File: config.mk
export PLATFORM = sky130hd
export DESIGN_NAME = adjacency_matrix_graph_store_top
export DESIGN_NICKNAME = d
export VERILOG_FILES = /design/src/rtl/core/amgs_pkg.sv /design/src/rtl/core/amgs_ram.sv /design/src/rtl/core/adjacency_matrix_graph_store_top.sv
export SDC_FILE = /design/constraint.sdc
export NUM_CORES = 2
export LEC_CHECK = 0
export ABC_CLOCK_PERIOD_IN_PS = 15630
export BUFFER_PORTS_ARGS = -buffer_cell sky130_fd_sc_hd__buf_4
export CAP_MARGIN = 10
export CORE_MARGIN = 4
export CORE_UTILIZATION = 60
export DETAILED_ROUTE_END_ITERATION = 8
export PLACE_DENSITY = 0.77
export RECOVER_POWER = 25
export SKIP_CTS_REPAIR_TIMING = 1
export SYNTH_ARGS = -nofsm -noshare
export SYNTH_HDL_FRONTEND = slang
export SYNTH_MEMORY_MAX_BITS = 65536
export SYNTH_SLANG_ARGS = --single-unit
File: constraint.sdc
create_clock -name clk -period 15.63 [get_ports clk]
set_clock_uncertainty 0.2 [all_clocks]
set_input_delay 2.3445 -clock clk [delete_from_list [all_inputs] [get_ports clk]]
set_output_delay 2.3445 -clock clk [all_outputs]
set_load 0.02 [all_outputs]
File: src/rtl/core/amgs_pkg.sv
// Shared types and constants of the adjacency matrix graph store.
package amgs_pkg;

	localparam int ACTION_W         = 3;
	localparam int ID_W             = 6;
	localparam int ID_SPACE         = 64;
	localparam int TOTAL_W          = 7;
	localparam int TALLY_W          = 16;
	localparam int VERTEX_SLOTS_DEF = 64;

	localparam logic [TALLY_W-1:0] TALLY_MAX = '1;

	typedef logic [ACTION_W-1:0] action_t;

	localparam action_t ACT_ADD_VERTEX  = 3'd0;
	localparam action_t ACT_ADD_EDGE    = 3'd1;
	localparam action_t ACT_TEST_EDGE   = 3'd2;
	localparam action_t ACT_TEST_VERTEX = 3'd3;
	localparam action_t ACT_COUNT       = 3'd4;
	localparam action_t ACT_LIST        = 3'd5;

endpackage

File: src/rtl/core/amgs_ram.sv
// Generic simple dual-port RAM with a registered read port.
module amgs_ram #(
	parameter int WIDTH = 8,
	parameter int DEPTH = 64
) (
	input  logic                     clk,
	input  logic                     we,
	input  logic [$clog2(DEPTH)-1:0] waddr,
	input  logic [WIDTH-1:0]         wdata,
	input  logic                     re,
	input  logic [$clog2(DEPTH)-1:0] raddr,
	output logic [WIDTH-1:0]         rdata
);

	logic [WIDTH-1:0] mem_q [DEPTH];
	logic [WIDTH-1:0] rdata_q;

	always_ff @(posedge clk) begin
		if (we) begin
			mem_q[waddr] <= wdata;
		end
		if (re) begin
			rdata_q <= mem_q[raddr];
		end
	end

	assign rdata = rdata_q;

endmodule

File: src/rtl/core/adjacency_matrix_graph_store_top.sv
// Directed graph store: vertex list and adjacency bit matrix with a request sequencer.
//
// The block takes one request at a time: it is accepted at a rising edge with start
// high and busy low, and busy stays high until the request's final result has been
// produced. Results come out on done for exactly one cycle each and cannot be held
// off, so a receiver must take every result in the cycle it appears. A request is
// served by scanning the vertex list memory one entry per cycle through its single
// read port; add vertex, add edge, test vertex and count neighbours scan it once,
// test edge and unused action codes do not scan it, and a neighbour listing first
// counts the neighbours and then scans the list again to deliver them in list order,
// one result per neighbour, with the last one marked. No result appears in a listing
// until the count is known. The adjacency matrix lives in a 64 x 64 bit memory
// indexed by vertex id, one row per origin; each row has a valid bit in flip-flops,
// cleared by reset, so the matrix reads as all zero after reset without any clearing
// pass and the block is ready in the first cycle after reset. Writes to both memories
// happen in the final cycle of a request while busy is still high, so the next
// request always reads the updated state. The vertex list holds up to VERTEX_SLOTS
// ids; an add of a new id beyond that reports an error.
module adjacency_matrix_graph_store_top #(
	parameter int VERTEX_SLOTS = amgs_pkg::VERTEX_SLOTS_DEF
) (
	input  logic                         clk,
	input  logic                         arst_n,
	input  logic                         start,
	output logic                         busy,
	input  logic [amgs_pkg::ACTION_W-1:0] action,
	input  logic [amgs_pkg::ID_W-1:0]     from_id,
	input  logic [amgs_pkg::ID_W-1:0]     to_id,
	output logic                         done,
	output logic                         status,
	output logic                         found,
	output logic [amgs_pkg::TOTAL_W-1:0] neighbour_count,
	output logic [amgs_pkg::ID_W-1:0]     neighbour_id,
	output logic                         last,
	output logic [amgs_pkg::TOTAL_W-1:0] vertex_total,
	output logic [amgs_pkg::TALLY_W-1:0] edge_total
);

	localparam int IDX_W = $clog2(VERTEX_SLOTS);
	localparam logic [amgs_pkg::TOTAL_W-1:0] SLOTS_C = amgs_pkg::TOTAL_W'(VERTEX_SLOTS);
	localparam logic [amgs_pkg::TOTAL_W-1:0] ONE_C   = amgs_pkg::TOTAL_W'(1);

	// The sequencer is idle, running the first pass over the vertex list, or running
	// the second pass of a listing that delivers the neighbours.
	typedef enum logic [2:0] {
		ST_IDLE = 3'b001,
		ST_SCAN = 3'b010,
		ST_LIST = 3'b100
	} state_t;

	typedef logic [amgs_pkg::ID_SPACE-1:0] row_t;

	state_t                        state_q;
	amgs_pkg::action_t             action_q;
	logic [amgs_pkg::ID_W-1:0]     a_q;
	logic [amgs_pkg::ID_W-1:0]     b_q;
	logic [amgs_pkg::TOTAL_W-1:0]  used_q;
	logic [amgs_pkg::TALLY_W-1:0]  tally_q;
	logic [amgs_pkg::TOTAL_W-1:0]  issue_q;
	logic [amgs_pkg::TOTAL_W-1:0]  lim_q;
	logic                          pend_s1;
	logic                          row_vld_q;
	logic                          pres_a_q;
	logic                          pres_b_q;
	logic [amgs_pkg::TOTAL_W-1:0]  cnt_q;
	logic [amgs_pkg::TOTAL_W-1:0]  k_q;
	row_t                          row_valid_q;

	logic                          done_q;
	logic                          status_q;
	logic                          found_q;
	logic [amgs_pkg::TOTAL_W-1:0]  count_q;
	logic [amgs_pkg::ID_W-1:0]     nid_q;
	logic                          last_q;
	logic [amgs_pkg::TOTAL_W-1:0]  vtotal_q;
	logic [amgs_pkg::TALLY_W-1:0]  etotal_q;

	// Memory ports.
	logic                          vl_we;
	logic                          vl_re;
	logic [amgs_pkg::ID_W-1:0]     vl_rdata;
	logic                          adj_we;
	logic                          adj_re;
	row_t                          adj_rdata;
	row_t                          adj_wdata;

	// Scan and finish logic.
	logic                          accept;
	logic                          needs_scan;
	row_t                          row_eff;
	logic                          hit_a;
	logic                          hit_b;
	logic                          edge_hit;
	logic                          scan_issue;
	logic                          scan_end;
	logic                          finish;
	logic                          go_list;
	logic                          fin_status;
	logic                          fin_found;
	logic [amgs_pkg::TOTAL_W-1:0]  fin_cnt;
	logic [amgs_pkg::TOTAL_W-1:0]  used_nxt;
	logic [amgs_pkg::TALLY_W-1:0]  tally_nxt;
	logic                          list_emit;
	logic                          list_last;
	logic                          emit;

	assign busy   = (state_q != ST_IDLE);
	assign accept = start && !busy;

	always_comb begin
		case (action) inside
			amgs_pkg::ACT_ADD_VERTEX, amgs_pkg::ACT_ADD_EDGE, amgs_pkg::ACT_TEST_VERTEX,
			amgs_pkg::ACT_COUNT, amgs_pkg::ACT_LIST: needs_scan = 1'b1;
			default:      needs_scan = 1'b0;
		endcase
	end

	// The row of the origin read at acceptance stays in the RAM output register for
	// the whole request, since the adjacency memory is read only at acceptance.
	assign row_eff    = row_vld_q ? adj_rdata : '0;
	assign hit_a      = (vl_rdata == a_q);
	assign hit_b      = (vl_rdata == b_q);
	assign edge_hit   = row_eff[vl_rdata];
	assign scan_issue = busy && (issue_q < lim_q);
	assign scan_end   = (issue_q >= lim_q) && !pend_s1;
	assign finish     = (state_q == ST_SCAN) && scan_end;

	assign vl_re  = scan_issue;
	assign adj_re = accept;
	assign adj_wdata = row_eff | (row_t'(1) << b_q);

	// Outcome of a request at the end of its first pass.
	always_comb begin
		fin_status = 1'b0;
		fin_found  = 1'b0;
		fin_cnt    = '0;
		go_list    = 1'b0;
		vl_we      = 1'b0;
		adj_we     = 1'b0;
		used_nxt   = used_q;
		tally_nxt  = tally_q;
		case (action_q)
			amgs_pkg::ACT_ADD_VERTEX: begin
				if (pres_a_q) begin
					fin_found = 1'b1;
				end else if (used_q >= SLOTS_C) begin
					fin_status = 1'b1;
				end else begin
					vl_we    = finish;
					used_nxt = used_q + ONE_C;
				end
			end
			amgs_pkg::ACT_ADD_EDGE: begin
				if (!(pres_a_q && pres_b_q)) begin
					fin_status = 1'b1;
				end else begin
					adj_we = finish;
					if (tally_q != amgs_pkg::TALLY_MAX) begin
						tally_nxt = tally_q + amgs_pkg::TALLY_W'(1);
					end
				end
			end
			amgs_pkg::ACT_TEST_EDGE: begin
				fin_found = row_eff[b_q];
			end
			amgs_pkg::ACT_TEST_VERTEX: begin
				fin_found = pres_a_q;
			end
			amgs_pkg::ACT_COUNT: begin
				fin_cnt = cnt_q;
			end
			amgs_pkg::ACT_LIST: begin
				go_list = (cnt_q != '0);
			end
			default: begin
				fin_status = 1'b1;
			end
		endcase
	end

	// In the second pass of a listing every entry with an edge yields one result.
	assign list_emit = (state_q == ST_LIST) && pend_s1 && edge_hit;
	assign list_last = ((k_q + ONE_C) == cnt_q);
	assign emit      = (finish && !go_list) || list_emit;

	always_ff @(posedge clk or negedge arst_n) begin
		if (!arst_n) begin
			state_q     <= ST_IDLE;
			action_q    <= '0;
			a_q         <= '0;
			b_q         <= '0;
			used_q      <= '0;
			tally_q     <= '0;
			issue_q     <= '0;
			lim_q       <= '0;
			pend_s1     <= 1'b0;
			row_vld_q   <= 1'b0;
			pres_a_q    <= 1'b0;
			pres_b_q    <= 1'b0;
			cnt_q       <= '0;
			k_q         <= '0;
			row_valid_q <= '0;
			done_q      <= 1'b0;
		end else begin
			done_q <= emit;
			unique case (state_q)
				ST_IDLE: begin
					if (start) begin
						state_q   <= ST_SCAN;
						action_q  <= action;
						a_q       <= from_id;
						b_q       <= to_id;
						issue_q   <= '0;
						lim_q     <= needs_scan ? used_q : '0;
						pend_s1   <= 1'b0;
						row_vld_q <= row_valid_q[from_id];
						pres_a_q  <= 1'b0;
						pres_b_q  <= 1'b0;
						cnt_q     <= '0;
					end
				end
				ST_SCAN: begin
					pend_s1 <= scan_issue;
					if (scan_issue) begin
						issue_q <= issue_q + ONE_C;
					end
					if (pend_s1) begin
						pres_a_q <= pres_a_q | hit_a;
						pres_b_q <= pres_b_q | hit_b;
						if (edge_hit) begin
							cnt_q <= cnt_q + ONE_C;
						end
					end
					if (scan_end) begin
						if (go_list) begin
							state_q <= ST_LIST;
							issue_q <= '0;
							k_q     <= '0;
						end else begin
							state_q <= ST_IDLE;
							used_q  <= used_nxt;
							tally_q <= tally_nxt;
							if (adj_we) begin
								row_valid_q[a_q] <= 1'b1;
							end
						end
					end
				end
				ST_LIST: begin
					pend_s1 <= scan_issue;
					if (scan_issue) begin
						issue_q <= issue_q + ONE_C;
					end
					if (list_emit) begin
						k_q <= k_q + ONE_C;
						if (list_last) begin
							state_q <= ST_IDLE;
						end
					end
				end
				default: begin
					state_q <= ST_IDLE;
				end
			endcase
		end
	end

	// Result payload, loaded only when a result is produced.
	always_ff @(posedge clk) begin
		if (emit) begin
			if (list_emit) begin
				status_q <= 1'b0;
				found_q  <= 1'b1;
				count_q  <= cnt_q;
				nid_q    <= vl_rdata;
				last_q   <= list_last;
				vtotal_q <= used_q;
				etotal_q <= tally_q;
			end else begin
				status_q <= fin_status;
				found_q  <= fin_found;
				count_q  <= fin_cnt;
				nid_q    <= '0;
				last_q   <= 1'b1;
				vtotal_q <= used_nxt;
				etotal_q <= tally_nxt;
			end
		end
	end

	assign done            = done_q;
	assign status          = status_q;
	assign found           = found_q;
	assign neighbour_count = count_q;
	assign neighbour_id    = nid_q;
	assign last            = last_q;
	assign vertex_total    = vtotal_q;
	assign edge_total      = etotal_q;

	// Vertex ids in insertion order.
	amgs_ram #(
		.WIDTH (amgs_pkg::ID_W),
		.DEPTH (VERTEX_SLOTS)
	) u_vertex_ram (
		.clk   (clk),
		.we    (vl_we),
		.waddr (used_q[IDX_W-1:0]),
		.wdata (a_q),
		.re    (vl_re),
		.raddr (issue_q[IDX_W-1:0]),
		.rdata (vl_rdata)
	);

	// Adjacency rows, indexed by origin id.
	amgs_ram #(
		.WIDTH (amgs_pkg::ID_SPACE),
		.DEPTH (amgs_pkg::ID_SPACE)
	) u_adj_ram (
		.clk   (clk),
		.we    (adj_we),
		.waddr (a_q),
		.wdata (adj_wdata),
		.re    (adj_re),
		.raddr (from_id),
		.rdata (adj_rdata)
	);

endmodule

After elaboration in Yosys (flattened, before gate mapping):

Memory sizes are Yosys's and may differ from the RTL's. A register that Yosys moved wholly into a read port is not among the register bits.
Cells that the tools add are included.

* memories: 2
* output and inout bits: 41
* register bits: 177
* logic and storage cells: 161
* bits in writable memories: 4480
* input port bits: 18

Memories
* u_adj_ram.mem_q: depth 64, bits a word 64, read ports 1, clocked after memory_dff 1, write ports 1, RTL line amgs_ram.sv:15 `logic [WIDTH-1:0] mem_q [DEPTH];`
* u_vertex_ram.mem_q: depth 64, bits a word 6, read ports 1, clocked after memory_dff 1, write ports 1, RTL line amgs_ram.sv:15

* order comparisons: 8
* reduce and logical (&&, ||, !) cells: 32
* bitwise operators: 5
* shifts and indexed selects: 1
* multiplexer cells: 61
* equal/unequal tests: 24
* $add $sub $neg: 5

Operator list (number)
* 64-bit bitwise OR: 2
* 7-bit 2-to-1 mux: 16
* 16-bit 2-to-1 mux: 4
* 64-bit 2-to-1 mux: 1
* 1-bit by 6-bit << shifter with 64-bit output, first input constant: 1
* 7-bit by 1-bit adder with 7-bit output, second input constant: 4
* 6-bit by 7-bit less-than comparator with 1-bit output, second input constant: 4
* 7-bit one-hot mux with 2 select lines: 2
* 1-bit 2-to-1 mux: 22
* 7-bit one-hot mux with 3 select lines: 1
* 1-bit binary-select mux with 6-bit select: 3
* 16-bit by 1-bit adder with 16-bit output, second input constant: 1
* 16-bit != test, second input constant: 1
* 4-bit AND reduction: 4
* 3-bit == test, second input constant: 5
* 3-bit 2-to-1 mux: 5
* 2-bit != test, second input constant: 7
* 3-bit by 2-bit == test with 1-bit output, second input constant: 4
* 6-bit == test: 2
* 3-bit by 1-bit == test with 1-bit output, second input constant: 3
* 1-bit logical AND: 9
* 3-bit one-hot mux with 3 select lines: 1
* 7-bit == test: 1
* 7-bit >= comparator: 1
* 20 further kinds: 32

Longest topological paths before layout:

* word-level depth: 8
* depth in mapped cells: 12
* depth with buffers taken out: 9

Cells and area by module:

Synthesis repeated with hierarchy kept, for this count alone.

* cell total of the unflattened synthesis: 8314
* area, all modules: 182775.3 µm²

Modules (own cells, without submodules)
* amgs_ram (u_adj_ram): area an instance 156989.3 µm², seq. area each 124919.8 µm², cells an instance 6598, instances 1
* amgs_ram (u_vertex_ram): area an instance 15285.9 µm², seq. area each 11711.2 µm², cells an instance 720, instances 1
* adjacency_matrix_graph_store_top: area an instance 10500.1 µm², seq. area each 4625.7 µm², cells an instance 996, instances 1

Least setup slack after synthesis:

Ideal clock, no wire load.

* path kind: reg2reg
* start: register issue_q[0] (netlist name)
* end: memory u_adj_ram.mem_q[63][0] (netlist name) (enable)
* path buffers: 2
* cell stages (with the launch flop): 12
* arrival: 5.420 ns
* required time: 14.943 ns
* path slack: 9.523 ns
* setup time: 0.487 ns
* clock period less this slack: 6.107 ns
* cell sequence: dfrtp_1 -> buf_2 -> buf_1 -> inv_1 -> ha_1 -> nand2b_1 -> a21o_1 -> a21oi_1 -> o21bai_1 -> nor4b_2 -> nand4_1 -> nor2_1

* cells in the longest elaborated chain, start to end: 7

RTL lines
* from (decl): RTL line adjacency_matrix_graph_store_top.sv:59 `logic [amgs_pkg::TOTAL_W-1:0] issue_q;`
* from (signal assigned): RTL line adjacency_matrix_graph_store_top.sv:225 `issue_q <= issue_q + ONE_C;`
* from (signal assigned): RTL line adjacency_matrix_graph_store_top.sv:252 `issue_q <= issue_q + ONE_C;`
* 7-bit >= comparator: RTL line adjacency_matrix_graph_store_top.sv:125 `assign scan_end = (issue_q >= lim_q) && !pend_s1;`
* 1-bit logical AND: RTL line adjacency_matrix_graph_store_top.sv:125
* 1-bit logical AND: RTL line adjacency_matrix_graph_store_top.sv:126 `assign finish = (state_q == ST_SCAN) && scan_end;`
* 1-bit 2-to-1 mux: RTL line adjacency_matrix_graph_store_top.sv:154 `if (!(pres_a_q && pres_b_q)) begin`
* 1-bit 2-to-1 mux: RTL line adjacency_matrix_graph_store_top.sv:142 `case (action_q)`
* 1-bit 2-to-1 mux: RTL line amgs_ram.sv:19 `if (we) begin`
* 1-bit 2-to-1 mux (not written as such): RTL line amgs_ram.sv:20 `mem_q[waddr] <= wdata;`
* to (decl): RTL line amgs_ram.sv:15

Every way passes these cells.

Final worst setup path:

* start: register issue_q[0] (netlist name)
* end: memory u_adj_ram.mem_q[52][11] (netlist name) (enable)

Same word-level chain as after synthesis.

==> impl_metrics.ini <==
[floorplan]
std_cell_rows = 202
initial_utilization_pct = 60.3
die_y_um = 559
core_um2 = 303000
boundaryPins = 59
fp.dieArea_um2 = 313000
die_w_um = 559

[logic_synthesis]
synth_top_area_cell = edfxtp_1
synth_nets = 7529
synthCells = 7497
synth_edf_count = 4589
synth-seq-cells = 4727
synth_commonest_cells = edfxtp_1 (4589), mux4_2 (1521), clkbuf_1 (219), nor2_1 (164), dfrtp_1 (137)
ys_warn_count = 0
netlist_area_um2 = 182000
yosysMostFrequentCell = edfxtp_1
ys_seq_area_share_pct = 77.5
synth_cell_types = 63
ys_async_sr_fraction_pct = 2.92
syn_area_per_cell_um2 = 24.3
synth_area_leaders = edfxtp_1 (76%), mux4_2 (19%), dfrtp_1 (1.9%)
synth_top_area_share_pct = 75.6
ys.flop_type = edfxtp_1

[global_routing]
grt_usage_pct = 33.9
grt-ovfl-total = 0
antenna_found_initial = 12
grt_max_degree = 139
grt_pass1_wl_um = 739000
grt_pass1_vias = 92400

[final_layout]
regArea_um2 = 141000
nNetsFinal = 7869
num-fill-cells = 17000
layout.cells.non_filler = 12200
multiInputGateArea_um2 = 39800
syn2layout_area_growth_pct = 11.5
drive_above_1_share_pct = 31.0

[place]
port_buffers = 58
hpwl_um = 242000
placed_cells = 11400
gp_congestion = 0.825

[worst_setup_path]
cp_slowest_cell = dfrtp_1
crit_path_start_kind = register
critPathTopFamily = simple AND/OR/NAND/NOR gates
crit_path_cell_trace = inv_1, ha_1, nand2b_1, a21o_1, a21oi_1, o21bai_1, nor4b_2, nand4_1, nor2_4, buf_4, buf_4
critPathCaptureType = register
required_ns = 16.02
path_class = reg -> reg
worstPathMaxFanout = 50
slowest_delay_ns = 2.36
crit_top_cell = buf_4
critPathBufInv = 3
cp.arrival_ns = 9.29

[clock_tree]
cts_buffer_depth = 4
path_clk_slew_ns = 0.06
clockRootBuffer = clkbuf_16
htree_levels = 5
cts_tree = yes
numCtsBuffers = 440
cts_num_sinks = 4727
clock_latency_ns = 1.00

[detailed_routing]
drt_iter0_markers = 18900
via_count = 92700
wirelength_um = 532000
dr.pass1.iters = 9
viasPerCell = 7.60
ant_nets = 0
wl_per_cell_um = 43.6
drcViolationCount = 6

[power_and_ir_drop]
irDropWorstVdd_mv = 0.104
p_leak_nw = 51.6
power_density_nw_per_um2 = 123

[run]
cap_violations = 45

[sta]
tightestPinTransition_ns = 5.40
finalHoldViolCount = 0
rsz0062_at_grt = false
maxSlewViolCount = 2525
finalSetupTns_ns = 0
fin_crit_sh_pct = 57.0
max_freq_mhz = 112
period_minus_slack_ns = 8.90
setup_viol = 0
slew_headroom_pct = -260

[hold_path]
hp-class = reg -> reg

[outcome]
violations = design-rule violations, max-capacitance violations, max-slew violations
status = finished with violations
==> power breakdown <==
group / switching [W] / internal (W) / leakage (nW)
Combinational: 0.000228 / 0.000146 / 10.5
Clock: 0.00488 / 0.00604 / 7.09
Sequential: 0 / 0.0137 / 34.0
==> stage by stage <==
stage / setup WS (ns) / hold slack [ns] / power [W] / utilization (%) / instance area, um^2
3_5_place_dp: 8.14 / 0.242 / 0.0143 / 62.4 / 189000
2_1_floorplan: 9.52 / 0.223 / 0.0142 / - / 182000
5_1_grt: 5.89 / 0.271 / 0.0256 / 67.2 / 203000
4_1_cts: 8.35 / 0.257 / 0.0250 / 67.2 / 203000
3_3_place_gp: 8.21 / 0.232 / 0.0143 / 62.4 / 189000
6_report: 6.73 / 0.253 / 0.0250 / 67.2 / 203000
==> final cells by class <==
type	count	area share, %
sequential	4727	69.5
multi-input combinational	2325	19.6
clock buffer	537	5.67
tap	3978	2.45
clock inverter	281	1.47
timing repair buffer	317	1.25
inverter	26	0.0486
antenna	7	0.00862
==> metal layers <==
metal	part of all wire (%)	GRT usage (%)	routed length, um
met1	31	44.8	167000
met2	48	51.9	253000
met3	15	10.3	77800
met4	6.4	18.0	34000
met5	0.012	0	66
==> flip-flops by register name (all words and copies together), names as in the netlist, 3 cells and up <==
signal,cells
b_q,6
row_valid_q,64
u_adj_ram.rdata,64
u_vertex_ram.mem_q,384
tally_q,16
lim_q,7
u_adj_ram.mem_q,4096
vertex_total,7
used_q,7
u_vertex_ram.rdata,6
neighbour_id,6
issue_q,7
a_q,6
state_q,3
action_q,3
neighbour_count,7
k_q,7
cnt_q,7
edge_total,16
==> worst register-to-register path: stages, from the launching register on <==
cell and delay, ns:
dfrtp_1 2.36, inv_1 0.28, ha_1 0.43, nand2b_1 0.09
a21o_1 0.11, a21oi_1 0.06, o21bai_1 0.41, nor4b_2 0.92
nand4_1 0.93, nor2_4 1.12, buf_4 0.55, buf_4 1.01
==> cell families (layout without fill, tap and decap cells) <==
kind of cell,after synthesis,count (layout),share of synthesized area [%]
fa+ha+maj,14,14,0.0961
mux,1545,1545,18.9
flops,4727,4727,77.5
xor+xnor,56,56,0.269
compound gates,224,224,0.877
simple gates,486,486,1.29
buf+inv,445,1161,1.04
other cells,0,7,0
==> path summary, 6_finish.rpt <==
check	start	cells after the start	end	slack, ns
worst min-delay path	row_valid_q[32]	1	row_valid_q[32]	0.25
worst max-delay path	issue_q[0]	11	u_adj_ram.mem_q[52][11]	6.73
worst max register to register	issue_q[0]	11	u_adj_ram.mem_q[52][11]	6.73
max in group asynchronous	arst_n	2	row_vld_q	7.05
worst min register to register	row_valid_q[32]	1	row_valid_q[32]	0.25
min in group asynchronous	arst_n	1	tally_q[12]	2.83
==> cell usage in the layout, fill, tap and decap left out, types with 11 or more instances in the layout <==
cell type / synthesis / routed
a21o_1: 39 / 39
a21oi_1: 19 / 19
a22o_1: 45 / 32
a22o_2: 0 / 13
and3_1: 17 / 17
buf_12: 0 / 15
buf_4: 30 / 247
bufinv_16: 0 / 46
clkbuf_1: 219 / 130
clkbuf_16: 0 / 443
clkinv_1: 0 / 100
clkinv_16: 0 / 17
clkinv_2: 0 / 97
dfrtp_1: 137 / 130
edfxtp_1: 4589 / 4589
ha_1: 14 / 14
inv_1: 25 / 25
mux2i_1: 15 / 15
mux4_2: 1521 / 1521
nand2_1: 110 / 109
nand2b_1: 13 / 13
nand3_1: 55 / 55
nand4_1: 25 / 25
nor2_1: 164 / 99
nor2_4: 0 / 64
nor2b_1: 17 / 17
nor3_1: 18 / 16
o21ai_0: 46 / 33
o21ai_4: 0 / 13
o21bai_1: 36 / 36
or3_1: 11 / 11
xnor2_1: 42 / 42
xor2_1: 14 / 14
No activity file was read; power rests on OpenSTA's default activity.
